### config.mk
export PLATFORM = sky130hd
export DESIGN_NAME = svp_front
export DESIGN_NICKNAME = d
export VERILOG_FILES = /design/src/rtl/core/svp_pkg.sv /design/src/rtl/core/svp_front.sv
export SDC_FILE = /design/constraint.sdc
export NUM_CORES = 1
export LEC_CHECK = 0
export BUFFER_PORTS_ARGS = -buffer_cell sky130_fd_sc_hd__buf_4
export CAP_MARGIN = 10
export CORE_MARGIN = 4
export CORE_UTILIZATION = 52
export DETAILED_ROUTE_END_ITERATION = 6
export PLACE_DENSITY = 0.8
export RECOVER_POWER = 50
export SYNTH_ARGS = -nofsm -noshare
export SYNTH_HDL_FRONTEND = slang
export SYNTH_SLANG_ARGS = --single-unit
### constraint.sdc
create_clock -name clk -period 8.6 [get_ports clk]
set_clock_uncertainty 0.15 [all_clocks]
set_input_delay 0.86 -clock clk [delete_from_list [all_inputs] [get_ports clk]]
set_output_delay 0.86 -clock clk [all_outputs]
set_load 0.01 [all_outputs]
### src/rtl/core/svp_pkg.sv
`timescale 1ns / 1ps
package svp_pkg;

  localparam int unsigned WORD_W  = 64;
  localparam int unsigned SIZE_W  = 4;
  localparam int unsigned CAP_W   = 7;
  localparam int unsigned MAX_BYTES = 8;

  typedef logic [WORD_W-1:0] word_t;

  typedef struct packed {
    word_t             ip;
    word_t             actual;
  } svp_req_t;

  function automatic word_t mask_value(input word_t raw, input logic [SIZE_W-1:0] size);
    word_t m;
    m = '0;
    for (int b = 0; b < MAX_BYTES; b++) begin
      if (b < int'(size)) begin
        m[b*8 +: 8] = 8'hFF;
      end
    end
    return raw & m;
  endfunction

endpackage

### src/rtl/core/svp_front.sv
`timescale 1ns / 1ps
// Drops oversized requests, masks the value and pushes into a two-entry queue.
module svp_front (
  input  logic                        clk,
  input  logic                        rst_n,
  input  logic                        in_valid,
  output logic                        in_ready,
  input  logic [63:0]                 in_ip,
  input  logic [63:0]                 in_load_value,
  input  logic [svp_pkg::SIZE_W-1:0]  in_access_size,
  output logic                        q_valid,
  input  logic                        q_ready,
  output svp_pkg::svp_req_t           q_data
);

  svp_pkg::svp_req_t q_mem_r [2];
  logic              wp_r, rp_r;
  logic [1:0]        cnt_r;
  logic              push, pop;

  assign in_ready = (cnt_r != 2'd2);
  assign push     = in_valid && in_ready && (in_access_size <= 4'(svp_pkg::MAX_BYTES));
  assign q_valid  = (cnt_r != 2'd0);
  assign pop      = q_valid && q_ready;
  assign q_data   = q_mem_r[rp_r];

  always_ff @(posedge clk) begin
    if (push) begin
      q_mem_r[wp_r].ip     <= in_ip;
      q_mem_r[wp_r].actual <= svp_pkg::mask_value(in_load_value, in_access_size);
    end
    if (!rst_n) begin
      wp_r  <= 1'b0;
      rp_r  <= 1'b0;
      cnt_r <= 2'd0;
    end else begin
      if (push) wp_r <= ~wp_r;
      if (pop)  rp_r <= ~rp_r;
      cnt_r <= cnt_r + 2'(push) - 2'(pop);
    end
  end

endmodule

Yosys cells after proc, flatten, opt, wreduce, memory -nomap -nowiden
Memories as Yosys holds them, arrays and structs flattened. A register that Yosys moved wholly into a read port is not among the register bits.
Cells that the tools add are included.

word-level totals
  bits in registers = 4
  bits in writable memories = 256
  input bits = 136
  output and inout bits = 130
  logic and storage cells = 43
  memories = 1

operators by class
  add/sub/neg operators = 2
  order comparisons = 9
  eq/ne operators = 1
  mux-type cells = 20
  bitwise logic cells = 3
  reductions and logical operators = 4

memories
  name     words  bits a word  rd ports  clocked after memory_dff  wr ports  line             source
  q_mem_r  2      128          1         1                         1         svp_front.sv:16  svp_pkg::svp_req_t q_mem_r [2];

operator list
  cell                                                                 count
  8-bit 2-to-1 mux                                                     16
  64-bit bitwise AND                                                   1
  3-bit by 4-bit < comparator with 1-bit output, first input constant  4
  1-bit by 4-bit < comparator with 1-bit output, first input constant  2
  2-bit by 4-bit < comparator with 1-bit output, first input constant  2
  4-bit <= comparator, second input constant                           1
  1-bit 2-to-1 mux                                                     4
  1-bit logical AND                                                    3
  2-bit by 1-bit adder with 2-bit output                               1
  2-bit != test, second input constant                                 1
  1-bit inverter                                                       2
  2-bit nonzero test                                                   1
  2-bit by 1-bit subtractor with 2-bit output                          1

Logic depth before layout (Yosys ltp)
  depth in word-level cells = 5
  depth in mapped cells = 9
  mapped depth without buffers = 8

Worst setup path before layout
No wires, ideal clock.

  path kind = input -> register
  from = in in_access_size[2] (netlist name)
  to = mem q_mem_r[0][0] (netlist name), enable pin
  setup time = 617 ps
  arrival = 6770 ps
  data required time = 7833 ps
  setup slack = 1063 ps
  stages = 4
  path buffers = 1
  cell sequence = buf_4 -> o31ai_1 -> nand3_1 -> nor2_1

on the way
  cells in the longest elaborated chain, start to end = 4

RTL lines
  element                                 line             source
  start, declared                         svp_front.sv:10  input logic [svp_pkg::SIZE_W-1:0] in_access_size,
  4-bit <= comparator                     svp_front.sv:22  assign push = in_valid && in_ready && (in_access_size <= 4'(svp_pkg::MAX_BYTES));
  1-bit logical AND                       svp_front.sv:22
  1-bit 2-to-1 mux                        svp_front.sv:28  if (push) begin
  1-bit 2-to-1 mux (implied by the code)  svp_front.sv:30  q_mem_r[wp_r].actual <= svp_pkg::mask_value(in_load_value, in_access_size);
  end, declared                           svp_front.sv:16

Every way passes these cells.

Worst setup path in the final report
  from = in in_access_size[3] (netlist name)
  to = mem q_mem_r[0][10] (netlist name), enable pin

Same word-level chain as after synthesis.

==> impl_results.md <==
- Status: finished with violations
- Violated checks: capacitance limit, slew limit
- Period utilization: 60.7%
- Core region area: 18700 um^2
- Post CTS Setup Buffer Count: 0
- IO buf count: 265
- Ranking of synthesized cells by area: edfxtp_1, mux2_2, nor2b_1
- Max clock buf depth: 3
- DRC Markers: 0
- GRT overflow: 0
- Max Cap Violations: 2
- DRT iter0 DRCs: 217
- Diodes inserted: 0
- CP dominant cell by count: clkbuf_1
- Pleak: 4.66 nW
- Tot GR Track Use: 18.0%
- Synthesized instance count: 498
- Cell area after layout: 12800 um^2
- Initial antenna violation count: 0
- Mapped Area: 9920 um^2
- CP Max Fanout: 73
- CTS Buf Count: 26
- Boundary pin count: 266
- Worst slew pin tran: 3.16 ns
- Post-Synthesis Net Count: 636
- Top cell type's share of synthesized area: 77.5%
- Ys flop type: edfxtp_1
- Yosys warns: 0
- Buf+Inv Stages, Crit Path: 3
- Placement Cell Area: 12200 um^2
- # resized after CTS: 0
- CTS sink cnt: 261
- Largest net degree at the start of global routing: 74
- Clock latency on the worst-skew pair: 0.51 ns
- Filler cell count: 1258
- Tot Pwr: 3.43 mW
- Die Footprint: 21300 um^2
- Vias: 5307
- CTS clock-pin slew for the worst setup and hold paths: 0.06 ns
- # hold bufs at CTS: 0
- Vias in the first global route: 5717
- First-pass GRT wire length: 30.5 mm
- GPL Wtd Cong: 0.814
- Worst min-delay path category: reg -> reg
- CTS tree: done
- Worst-path cell chain: clkbuf_1, o31ai_1, nand3_1, nor2_4, clkbuf_1, buf_4
- Required time worst endpoint: 8.57 ns
- Crit-path max cell delay: 2.22 ns
- Setup TNS: 0 ns
- Unrepaired setup endpoints after global routing: no
- Initial Util: 53.0%
- Data arrival, critical path: 5.19 ns
- CP top delay family: buffers and inverters
- PD cells: 268 nW/um^2
- # setup viols final: 0
- Die height: 146 um
- Root Driver: clkbuf_16
- Yosys cell types: 23
- TritonRoute pass-1 iters: 4
- Avg WL per Cell: 19.3 um
- Crit. End Element: register
- Area delta synth->final: 28.9%
- Critical path class: in -> reg
- Final min period: 5.22 ns
- HPWL after detailed placement: 13.6 mm
- Synth Area per Inst: 19.9 um^2
- Fin. max-slew vios: 114
- Chip width: 146 um
- Slew headroom: -111%
- Number of synthesized flops with an enable pin: 256
- Post-Route WL: 19.9 mm
- CP Launch Type: primary input
- Worst vdd ir: 0.000153 V
- CTS H-tree lvls: 1
- Slowest-stage cell, CP: clkbuf_1
- Cell taking the most area after synthesis: edfxtp_1
- Antenna-violating nets left: 0
- Nets@finish: 918
- Async set or reset register ratio after synthesis: 0%
- Share of layout cells above drive strength 1: 50.3%
- Synthesis-stage register bit count: 261
- Row cnt: 50
- Final hold violation count: 0
- Vias per inst: 5.14
- Seq/Total Area, Yosys: 78.5%
- Fmax: 0.192 GHz
[flip-flops by register name (all words and copies together) (netlist names), named ones only]
register  flops
cnt_r         2
q_mem_r     256
rp_r          1
wp_r          1
[kinds of logic (layout without fill, tap and decap cells)]
logic type                 Yosys count  count (layout)  synth area share (%)
DFF                                261             261                  78.5
xor gates and xnor gates             3               3                 0.265
AOI/OAI and AO/OA                    6               6                 0.517
muxes                              129             129                  14.6
buffers and inverters               18             318                 0.908
adders and majority gates            2               2                 0.252
and+or+nand+nor                     79              79                  4.92
[layer usage]
layer	part of all wire [%]	wire [um]	up-vias	global-route usage (%)
met5	0	0	-	0
met4	2.1	415	0	5.13
met3	8.7	1740	30	5.49
met2	52	10300	227	31.7
met1	38	7480	2582	21.7
li1	-	-	2468	-
[layout by cell type, fill, tap and decap left out]
cell type | synthesis | routed
nor2b_1 | 58 | 58
clkbuf_1 | 0 | 45
and2_0 | 0 | 9
ha_1 | 2 | 2
mux2i_1 | 1 | 1
dfxtp_4 | 0 | 1
and2_1 | 10 | 1
a211oi_1 | 0 | 1
a21oi_1 | 0 | 2
xnor2_1 | 3 | 3
mux2_2 | 128 | 128
clkbuf_8 | 0 | 1
dfxtp_1 | 5 | 4
o21a_1 | 1 | 1
buf_4 | 1 | 201
edfxtp_1 | 256 | 256
nor2_4 | 0 | 2
clkinv_2 | 0 | 4
or2_2 | 1 | 1
or2_1 | 1 | 1
nand2_1 | 2 | 2
clkinv_1 | 0 | 2
clkbuf_4 | 0 | 36
nor2_1 | 3 | 1
nor3_1 | 0 | 2
nand2b_1 | 1 | 1
clkbuf_16 | 0 | 27
a31oi_1 | 1 | 1
inv_1 | 2 | 2
nand3_1 | 1 | 1
o31ai_1 | 1 | 1
[Yosys cell counts (2+ instances only)]
master / instances
dfxtp_1: 5
xnor2_1: 3
buf_2: 15
edfxtp_1: 256
and2_1: 10
nand2_1: 2
inv_1: 2
nor2_1: 3
nor3_2: 2
mux2_2: 128
nor2b_1: 58
ha_1: 2
a21oi_2: 2
[per-stage QoR]
step / worst slack (ns) / instances / hold slack (ns) / utilization (%)
floorplan: 1.06 / 498 / 0.301 / -
global placement: 4.82 / 986 / 0.346 / 65.1
detailed placement: 4.72 / 986 / 0.370 / 65.1
CTS: 4.73 / 1032 / 0.361 / 69.2
global route: 2.99 / 1032 / 0.379 / 68.4
finish: 3.38 / 1032 / 0.375 / 68.4
[cell type report]
class / instances / area (um^2) / share of cell area, %
clock buffer: 40 / 734 / 5.74
clock inverter: 6 / 27.5 / 0.215
inverter: 2 / 7.51 / 0.0587
multi-input combinational: 219 / 2030 / 15.9
sequential: 261 / 7790 / 60.9
tap: 234 / 293 / 2.29
timing repair buffer: 270 / 1900 / 14.9
[worst register-to-register path, stage by stage, from the launching register on]
cell and delay [ns]:
dfxtp_1 0.37, nand2b_1 0.18, nand3_1 0.29, nor2_4 0.16, clkbuf_1 2.22, buf_4 1.08
[power by group]
| part | switching, mW | total (mW) | internal [mW] |
|---|---|---|---|
| Sequential | 0.0629 | 1.60 | 1.54 |
| Clock | 0.417 | 1.00 | 0.583 |
| Combinational | 0.381 | 0.825 | 0.444 |
[path summary, 6_finish.rpt]
path	start	end	slack (ns)	cells past startpoint
worst max-delay path	in_access_size[3]	q_mem_r[0][10]$_DFFE_PP_	3.38	6
worst min register to register	wp_r$_SDFFE_PN0N_	wp_r$_SDFFE_PN0N_	0.38	2
worst max register to register	cnt_r[0]$_SDFF_PN0_	q_mem_r[0][10]$_DFFE_PP_	3.68	5
worst min-delay path	wp_r$_SDFFE_PN0N_	wp_r$_SDFFE_PN0N_	0.38	2
Note: power is estimated with default switching activity, not from simulation.
